===== src/hdl/lfht_ram.sv =====
// Generic single-write, single-read RAM with registered read data.
// No dependencies.
module lfht_ram #(
  parameter int WIDTH = 8,
  parameter int DEPTH = 64
) (
  input  logic                                     clk_i,
  input  logic                                     we_i,
  input  logic [((DEPTH > 1) ? $clog2(DEPTH) : 1)-1:0] waddr_i,
  input  logic [WIDTH-1:0]                         wdata_i,
  input  logic [((DEPTH > 1) ? $clog2(DEPTH) : 1)-1:0] raddr_i,
  output logic [WIDTH-1:0]                         rdata_o
);

  logic [WIDTH-1:0] mem_q [DEPTH];

  always_ff @(posedge clk_i) begin
    if (we_i) begin
      mem_q[waddr_i] <= wdata_i;
    end
    rdata_o <= mem_q[raddr_i];
  end

endmodule

===== config.mk =====
export PLATFORM = sky130hd
export DESIGN_NAME = lfht_ram
export DESIGN_NICKNAME = d
export VERILOG_FILES = /design/src/hdl/lfht_ram.sv
export SDC_FILE = /design/constraint.sdc
export NUM_CORES = 1
export LEC_CHECK = 0
export ABC_AREA = 1
export BUFFER_PORTS_ARGS = -buffer_cell sky130_fd_sc_hd__buf_2
export CORE_MARGIN = 2
export CORE_UTILIZATION = 57
export DETAILED_ROUTE_END_ITERATION = 8
export PLACE_DENSITY = 0.76
export RECOVER_POWER = 25
export SLEW_MARGIN = 20
export SYNTH_ARGS = -nofsm -noshare
export SYNTH_HDL_FRONTEND = slang
export SYNTH_SLANG_ARGS = --single-unit

===== constraint.sdc =====
create_clock -name clk_i -period 1.89 [get_ports clk_i]
set_input_delay 0.2835 -clock clk_i [delete_from_list [all_inputs] [get_ports clk_i]]
set_output_delay 0.2835 -clock clk_i [all_outputs]
set_load 0.1 [all_outputs]

==> flow_results.xml, run 1 <==
<?xml version="1.0" encoding="UTF-8"?>
<metrics>
  <group name="layout">
    <metric name="final-instance-count-excl-fill" unit="">2403</metric>
    <metric name="fillerInstances" unit="">2580</metric>
    <metric name="fin_nets" unit="">1917</metric>
    <metric name="area_growth" unit="%">12.5</metric>
    <metric name="layout-drive-gt1-share" unit="%">11.2</metric>
  </group>
  <group name="floorplanning">
    <metric name="fp.dieW" unit="um">197</metric>
    <metric name="core_region_area" unit="um^2">36700</metric>
    <metric name="initial_utilization" unit="%">58.1</metric>
    <metric name="top_level_ports" unit="">30</metric>
    <metric name="total_number_of_placement_rows" unit="">70</metric>
    <metric name="die_boundary_height" unit="um">197</metric>
    <metric name="floorplan.die_area" unit="um^2">39000</metric>
  </group>
  <group name="critical_path">
    <metric name="worst_path_max_delay_cell" unit="">buf_2</metric>
    <metric name="critPathTopFamily" unit="">buffers and inverters</metric>
    <metric name="critPathRequiredTime" unit="ns">1.61</metric>
    <metric name="cp.buffers_inverters" unit="">1</metric>
    <metric name="largest_incremental_delay_on_the_critical_path" unit="ns">0.48</metric>
    <metric name="endpoint_kind" unit="">primary output</metric>
    <metric name="critical_path_peak_fanout" unit="">1</metric>
    <metric name="worstPathArrival" unit="ns">1.49</metric>
    <metric name="cp-start-kind" unit="">register</metric>
    <metric name="worstSetupPathType" unit="">register to primary output</metric>
    <metric name="timing.critical_path.cells" unit="">buf_2</metric>
  </group>
  <group name="logic_synthesis">
    <metric name="synthesis.yosys.warnings" unit="">0</metric>
    <metric name="syn-mean-instance-area" unit="um^2">11.8</metric>
    <metric name="synthesis.nets" unit="">1827</metric>
    <metric name="yosysSeqAreaShare" unit="%">72.8</metric>
    <metric name="synth.ff_latch_count" unit="">520</metric>
    <metric name="synthesis.area" unit="um^2">21300</metric>
    <metric name="netlist_instances" unit="">1805</metric>
    <metric name="synth.distinct_cells" unit="">16</metric>
  </group>
  <group name="timing">
    <metric name="min_period_over_period" unit="%">93.8</metric>
    <metric name="clock-skew-final" unit="ns">0.0142</metric>
    <metric name="finalSetupViolations" unit="">0</metric>
    <metric name="layout_min_cycle_time" unit="ns">1.77</metric>
    <metric name="worst_slew_pin_slew" unit="ns">1.71</metric>
    <metric name="worst_slew_slack_as_a_fraction_of_its_limit" unit="%">-14.0</metric>
    <metric name="timing.final.hold_violations" unit="">0</metric>
    <metric name="max_freq" unit="GHz">0.564</metric>
    <metric name="post_layout_worst_setup_margin" unit="ns">0.118</metric>
    <metric name="finalMaxSlewViolations" unit="">166</metric>
    <metric name="setup-tns-final" unit="ns">0</metric>
    <metric name="rsz_0062_raised_after_global_routing" unit="">no</metric>
  </group>
  <group name="grt">
    <metric name="initial_antenna_violation_count" unit="">2</metric>
    <metric name="grt_pass1_wl" unit="mm">79.8</metric>
    <metric name="first_global_vias" unit="">13622</metric>
    <metric name="track_usage" unit="%">27.3</metric>
    <metric name="largest_net_degree_at_the_start_of_global_routing" unit="">72</metric>
    <metric name="gr-total-overflow" unit="">0</metric>
  </group>
  <group name="detailed_routing">
    <metric name="route.top_layer_used" unit="">met4</metric>
    <metric name="routedLengthMet1" unit="mm">20.4</metric>
    <metric name="routed-via-count" unit="">14397</metric>
    <metric name="met3WireLength" unit="mm">5.25</metric>
    <metric name="final_antenna_net_count" unit="">0</metric>
    <metric name="post-route-drc-count" unit="">0</metric>
    <metric name="met2WireLength" unit="mm">24.9</metric>
    <metric name="routed_wirelength" unit="mm">52.4</metric>
    <metric name="drt_pre_antenna_iters" unit="">5</metric>
    <metric name="via_per_inst" unit="">5.99</metric>
    <metric name="drt-wirelength-per-cell" unit="um">21.8</metric>
    <metric name="initialDrtViolationCount" unit="">1644</metric>
  </group>
  <group name="power_and_ir_drop">
    <metric name="clkPwrFrac" unit="%">39.8</metric>
    <metric name="vdd_ir_drop_max" unit="uV">706</metric>
    <metric name="leakagePower" unit="nW">8.85</metric>
    <metric name="share_comb_of_total_power" unit="%">7.2</metric>
    <metric name="power.switching_fraction" unit="%">22.2</metric>
    <metric name="seq_power_share" unit="%">53.1</metric>
    <metric name="internal-power" unit="mW">18.8</metric>
    <metric name="p_switching" unit="mW">5.37</metric>
    <metric name="power_density" unit="nW/um^2">1010</metric>
  </group>
  <group name="cts">
    <metric name="clkSlewWorstSetupHoldPaths" unit="ns">0.06</metric>
    <metric name="cts_root_buf" unit="">clkbuf_16</metric>
    <metric name="worst_skew_pair.late_latency" unit="ns">0.56</metric>
    <metric name="postCtsSetupBuffers" unit="">0</metric>
    <metric name="number_of_sinks_on_the_clock_net" unit="">520</metric>
    <metric name="cts_max_path_buffers" unit="">3</metric>
    <metric name="cts.hold.buffers_added" unit="">0</metric>
    <metric name="cts_tree" unit="">built</metric>
    <metric name="cts_made_buffers" unit="">51</metric>
    <metric name="h-tree-depth" unit="">2</metric>
    <metric name="post_cts_resized" unit="">0</metric>
  </group>
  <group name="outcome">
    <metric name="run_status" unit="">finished, violations left</metric>
    <metric name="failed_checks" unit="">capacitance limit, slew limit</metric>
  </group>
  <group name="placement">
    <metric name="port_buffers" unit="">29</metric>
    <metric name="dpl.hpwl" unit="mm">31.5</metric>
    <metric name="numPlacedInstances" unit="">2310</metric>
    <metric name="place_congestion" unit="">0.915</metric>
    <metric name="detailedPlace.worstSlack" unit="ns">0.135</metric>
  </group>
  <group name="min_path">
    <metric name="min_path_type" unit="">primary input to register</metric>
  </group>
  <group name="job">
    <metric name="maxcap_viol_count" unit="">3</metric>
  </group>
</metrics>
==> final timing paths <==
path                            cells past startpoint  slack (ns)                    from                 end
worst max-delay path                                1        0.12      rdata_o[4]$_DFF_P_          rdata_o[4]
worst min-delay path                                3        0.08              raddr_i[5]  rdata_o[2]$_DFF_P_
worst max register to register                      8        0.49  mem_q[16][1]$_DFFE_PP_  rdata_o[1]$_DFF_P_
worst min register to register                      8        0.80  mem_q[52][6]$_DFFE_PP_  rdata_o[6]$_DFF_P_
==> layer usage <==
layer | vias to the layer above | GRT usage (%)
met5 | - | 0
met4 | 0 | 9.89
met3 | 133 | 3.77
met2 | 804 | 44.3
met1 | 6935 | 38.2
li1 | 6525 | -
==> layout make-up <==
| cell class | count | area [um^2] | share of cell area [%] |
|---|---|---|---|
| clock inverter | 23 | 176 | 0.735 |
| antenna | 2 | 5.00 | 0.0208 |
| sequential | 520 | 15500 | 64.7 |
| inverter | 12 | 52.6 | 0.219 |
| tap | 468 | 586 | 2.44 |
| multi-input combinational | 1160 | 4950 | 20.6 |
| timing repair buffer | 150 | 1310 | 5.47 |
| clock buffer | 68 | 1400 | 5.84 |
==> logic make-up after synthesis <==
logic type | share of synthesized area (%)
and+or+nand+nor | 23.2
DFF | 72.8
buffers and inverters | 4.02
==> power by group through the flow <==
| stage | combinational, mW | sequential [mW] | clock, mW |
|---|---|---|---|
| after floorplan | 0.897 | 13.2 | 0 |
| after global placement | 1.68 | 13.1 | 0 |
| after detailed placement | 1.71 | 13.1 | 0 |
| after CTS | 1.73 | 12.8 | 9.68 |
| after global routing | 1.86 | 12.8 | 10.1 |
| final | 1.73 | 12.8 | 9.61 |
==> cell usage in the layout, fill, tap and decap left out <==
master / instances
diode_2: 2
inv_2: 1
clkinv_2: 5
edfxtp_1: 512
nand4_1: 9
buf_4: 97
bufinv_16: 3
nand2_1: 648
clkbuf_16: 53
buf_2: 25
inv_1: 9
clkbuf_1: 14
inv_4: 1
nor4_1: 8
clkbuf_2: 5
clkinv_1: 14
nor2_1: 56
nand3_1: 439
buf_6: 1
buf_12: 21
clkbuf_8: 2
dfxtp_1: 8
inv_6: 2
==> state kept, by name (all words and copies together), names as in the netlist <==
| name | flops |
|---|---|
| mem_q | 512 |
| rdata_o | 8 |
==> Yosys cell counts <==
library cell | number | area share, %
buf_8 | 2 | 0.14
nand4_1 | 9 | 0.26
dfxtp_1 | 8 | 0.75
buf_1 | 10 | 0.18
buf_2 | 37 | 0.87
nand3_1 | 439 | 10
nor2_1 | 56 | 0.99
nand2_1 | 648 | 11
inv_6 | 1 | 0.041
nor4_1 | 8 | 0.23
clkbuf_1 | 15 | 0.26
inv_2 | 1 | 0.018
buf_4 | 14 | 0.49
inv_1 | 10 | 0.18
edfxtp_1 | 512 | 72
buf_6 | 35 | 1.8
==> metrics by stage <==
step	util, %	area, um^2	total power [mW]	hold slack (ns)
after floorplan	-	21300	14.1	0.382
after global placement	61.2	22500	14.7	0.640
after detailed placement	61.2	22500	14.8	0.642
after CTS	65.5	24000	24.2	0.0506
after global routing	65.4	24000	24.8	0.0677
final	65.4	24000	24.2	0.0769
==> worst reg2reg max path: cells and delay by family, from the launching register on <==
kind | cells | cell delay (ns)
flip-flops | 1 | 0.38
AND/OR/NAND/NOR | 8 | 0.91
No activity file was read; power rests on OpenSTA's default activity.
==> run 2, diff against run 1 <==
==> constraint.sdc (replaced) <==
create_clock -name clk_i -period 1.63 [get_ports clk_i]
set_input_delay 0.2445 -clock clk_i [delete_from_list [all_inputs] [get_ports clk_i]]
set_output_delay 0.2445 -clock clk_i [all_outputs]
set_load 0.1 [all_outputs]
==> flow_results.xml, run 2 (synthesis gave the netlist of run 1 again) <==
<?xml version="1.0" encoding="UTF-8"?>
<metrics>
  <group name="cts">
    <metric name="clkSlewWorstSetupHoldPaths" unit="ns">0.06</metric>
    <metric name="postCtsSetupBuffers" unit="">0</metric>
    <metric name="cts_root_buf" unit="">clkbuf_16</metric>
    <metric name="worst_skew_pair.late_latency" unit="ns">0.57</metric>
    <metric name="number_of_sinks_on_the_clock_net" unit="">520</metric>
    <metric name="cts_made_buffers" unit="">50</metric>
    <metric name="cts_tree" unit="">built</metric>
    <metric name="cts_max_path_buffers" unit="">3</metric>
    <metric name="h-tree-depth" unit="">2</metric>
  </group>
  <group name="critical_path">
    <metric name="endpoint_kind" unit="">primary output</metric>
    <metric name="critPathTopFamily" unit="">flip-flops</metric>
    <metric name="critPathRequiredTime" unit="ns">1.39</metric>
    <metric name="worst_path_max_delay_cell" unit="">dfxtp_1</metric>
    <metric name="timing.critical_path.cells" unit="">buf_4</metric>
    <metric name="largest_incremental_delay_on_the_critical_path" unit="ns">0.45</metric>
    <metric name="cp.buffers_inverters" unit="">1</metric>
    <metric name="worstSetupPathType" unit="">register to primary output</metric>
    <metric name="critical_path_peak_fanout" unit="">1</metric>
    <metric name="worstPathArrival" unit="ns">1.35</metric>
    <metric name="cp-start-kind" unit="">register</metric>
  </group>
  <group name="placement">
    <metric name="place_congestion" unit="">0.916</metric>
    <metric name="placed_area" unit="um^2">22700</metric>
    <metric name="port_buffers" unit="">29</metric>
    <metric name="dpl.hpwl" unit="mm">31.5</metric>
  </group>
  <group name="layout">
    <metric name="postLayoutCoreUtil" unit="%">65.9</metric>
    <metric name="antenna_cells" unit="">0</metric>
    <metric name="postLayoutCellArea" unit="um^2">24200</metric>
    <metric name="register_area" unit="um^2">15500</metric>
    <metric name="fillerInstances" unit="">2528</metric>
    <metric name="layout-drive-gt1-share" unit="%">12.4</metric>
    <metric name="area_growth" unit="%">13.3</metric>
    <metric name="largest_reg_flops" unit="">512</metric>
    <metric name="fin_nets" unit="">1933</metric>
    <metric name="largest_register_by_flop_count" unit="">mem_q</metric>
    <metric name="commonest_non_fill_non_tap_cell_in_the_layout" unit="">nand2_1</metric>
    <metric name="multi_input_area" unit="um^2">5010</metric>
    <metric name="biggest_registers_after_layout" unit="">mem_q (512), rdata_o (8)</metric>
    <metric name="mostFrequentLayoutCells" unit="">nand2_1 (648), edfxtp_1 (512), nand3_1 (439)</metric>
  </group>
  <group name="timing">
    <metric name="layout_min_cycle_time" unit="ns">1.60</metric>
    <metric name="finalSetupViolations" unit="">0</metric>
    <metric name="hold_slack" unit="ns">0.0784</metric>
    <metric name="rsz_0062_raised_after_global_routing" unit="">no</metric>
    <metric name="timing.final.hold_violations" unit="">0</metric>
    <metric name="worst_slew_slack_as_a_fraction_of_its_limit" unit="%">-8.75</metric>
    <metric name="max_freq" unit="GHz">0.626</metric>
    <metric name="clock-skew-final" unit="ns">0.0134</metric>
    <metric name="worst_slew_pin_slew" unit="ns">1.63</metric>
    <metric name="min_period_over_period" unit="%">98.0</metric>
    <metric name="finalMaxSlewViolations" unit="">224</metric>
  </group>
  <group name="power_and_ir_drop">
    <metric name="vdd_ir_drop_max" unit="uV">805</metric>
    <metric name="power_density" unit="nW/um^2">1150</metric>
    <metric name="share_comb_of_total_power" unit="%">7.4</metric>
    <metric name="seq_power_share" unit="%">53.7</metric>
    <metric name="total_power_draw" unit="mW">27.7</metric>
    <metric name="clkPwrFrac" unit="%">38.9</metric>
    <metric name="internal-power" unit="mW">21.4</metric>
    <metric name="p_switching" unit="mW">6.29</metric>
    <metric name="power.switching_fraction" unit="%">22.7</metric>
    <metric name="leakagePower" unit="nW">8.91</metric>
  </group>
  <group name="outcome">
    <metric name="failed_checks" unit="">capacitance limit, slew limit</metric>
    <metric name="run_status" unit="">finished, violations left</metric>
  </group>
  <group name="detailed_routing">
    <metric name="initialDrtViolationCount" unit="">1789</metric>
    <metric name="post-route-drc-count" unit="">0</metric>
    <metric name="drt_pre_antenna_iters" unit="">7</metric>
    <metric name="final_antenna_net_count" unit="">0</metric>
    <metric name="via_per_inst" unit="">5.95</metric>
    <metric name="drt-wirelength-per-cell" unit="um">21.9</metric>
    <metric name="routed_wirelength" unit="mm">52.8</metric>
    <metric name="routed-via-count" unit="">14384</metric>
  </group>
  <group name="grt">
    <metric name="initial_antenna_violation_count" unit="">0</metric>
    <metric name="grt_pass1_wl" unit="mm">81.4</metric>
    <metric name="gr-total-overflow" unit="">0</metric>
    <metric name="largest_net_degree_at_the_start_of_global_routing" unit="">65</metric>
    <metric name="track_usage" unit="%">27.8</metric>
    <metric name="first_global_vias" unit="">14336</metric>
  </group>
  <group name="floorplanning">
    <metric name="top_level_ports" unit="">30</metric>
    <metric name="core_region_area" unit="um^2">36700</metric>
    <metric name="fp.dieW" unit="um">197</metric>
    <metric name="initial_utilization" unit="%">58.1</metric>
    <metric name="die_boundary_height" unit="um">197</metric>
    <metric name="floorplan.die_area" unit="um^2">39000</metric>
    <metric name="total_number_of_placement_rows" unit="">70</metric>
  </group>
  <group name="job">
    <metric name="maxcap_viol_count" unit="">5</metric>
  </group>
  <group name="min_path">
    <metric name="min_path_type" unit="">primary input to register</metric>
  </group>
</metrics>
==> run 2: per-layer routing <==
metal,vias to the layer above,wire [um],track usage [%]
met2,806,25700,45.9
met3,136,4960,4.29
met4,0,1980,11.5
met5,-,0,0
li1,6547,-,-
met1,6895,20100,37.4
==> run 2: worst paths after layout <==
check                               from            endpoint  slack [ns]  cells after the start
setup / recovery      rdata_o[0]$_DFF_P_          rdata_o[0]        0.03                      1
hold / removal                raddr_i[5]  rdata_o[1]$_DFF_P_        0.08                      3
setup reg to reg   mem_q[3][0]$_DFFE_PP_  rdata_o[0]$_DFF_P_        0.30                      8
hold reg to reg   mem_q[45][3]$_DFFE_PP_  rdata_o[3]$_DFF_P_        0.83                      8
==> run 2: layout make-up <==
| cell class | count | area share, % |
|---|---|---|
| multi-input combinational | 1160 | 20.7 |
| tap | 468 | 2.42 |
| clock buffer | 64 | 5.48 |
| inverter | 12 | 0.217 |
| timing repair buffer | 167 | 6.13 |
| clock inverter | 25 | 0.735 |
| sequential | 520 | 64.3 |
==> run 2: timing repair <==
| action | 4_1_cts | 5_1_grt |
|---|---|---|
| hold buffers | 0 | 0 |
| gates resized for setup | 5 | 1 |
| endpoints found under the setup margin | 5 | 1 |
==> run 2: power by group through the flow <==
stage | sequential (mW) | clock (mW) | combinational, mW
floorplan | 15.3 | 0 | 1.06
global placement | 15.1 | 0 | 2.00
detailed placement | 15.1 | 0 | 2.03
CTS | 14.8 | 10.9 | 2.05
global route | 14.9 | 11.4 | 2.21
finish | 14.9 | 10.8 | 2.06
==> run 2: metrics by stage <==
step	setup TNS (ns)	setup WS (ns)	cells
6_report	0	0.0326	2416
5_1_grt	0	0.00267	2416
4_1_cts	0	0.000524	2416
3_5_place_dp	-0.246	-0.0561	2327
3_3_place_gp	-0.253	-0.0616	2327
2_1_floorplan	-51.09	-0.168	1805
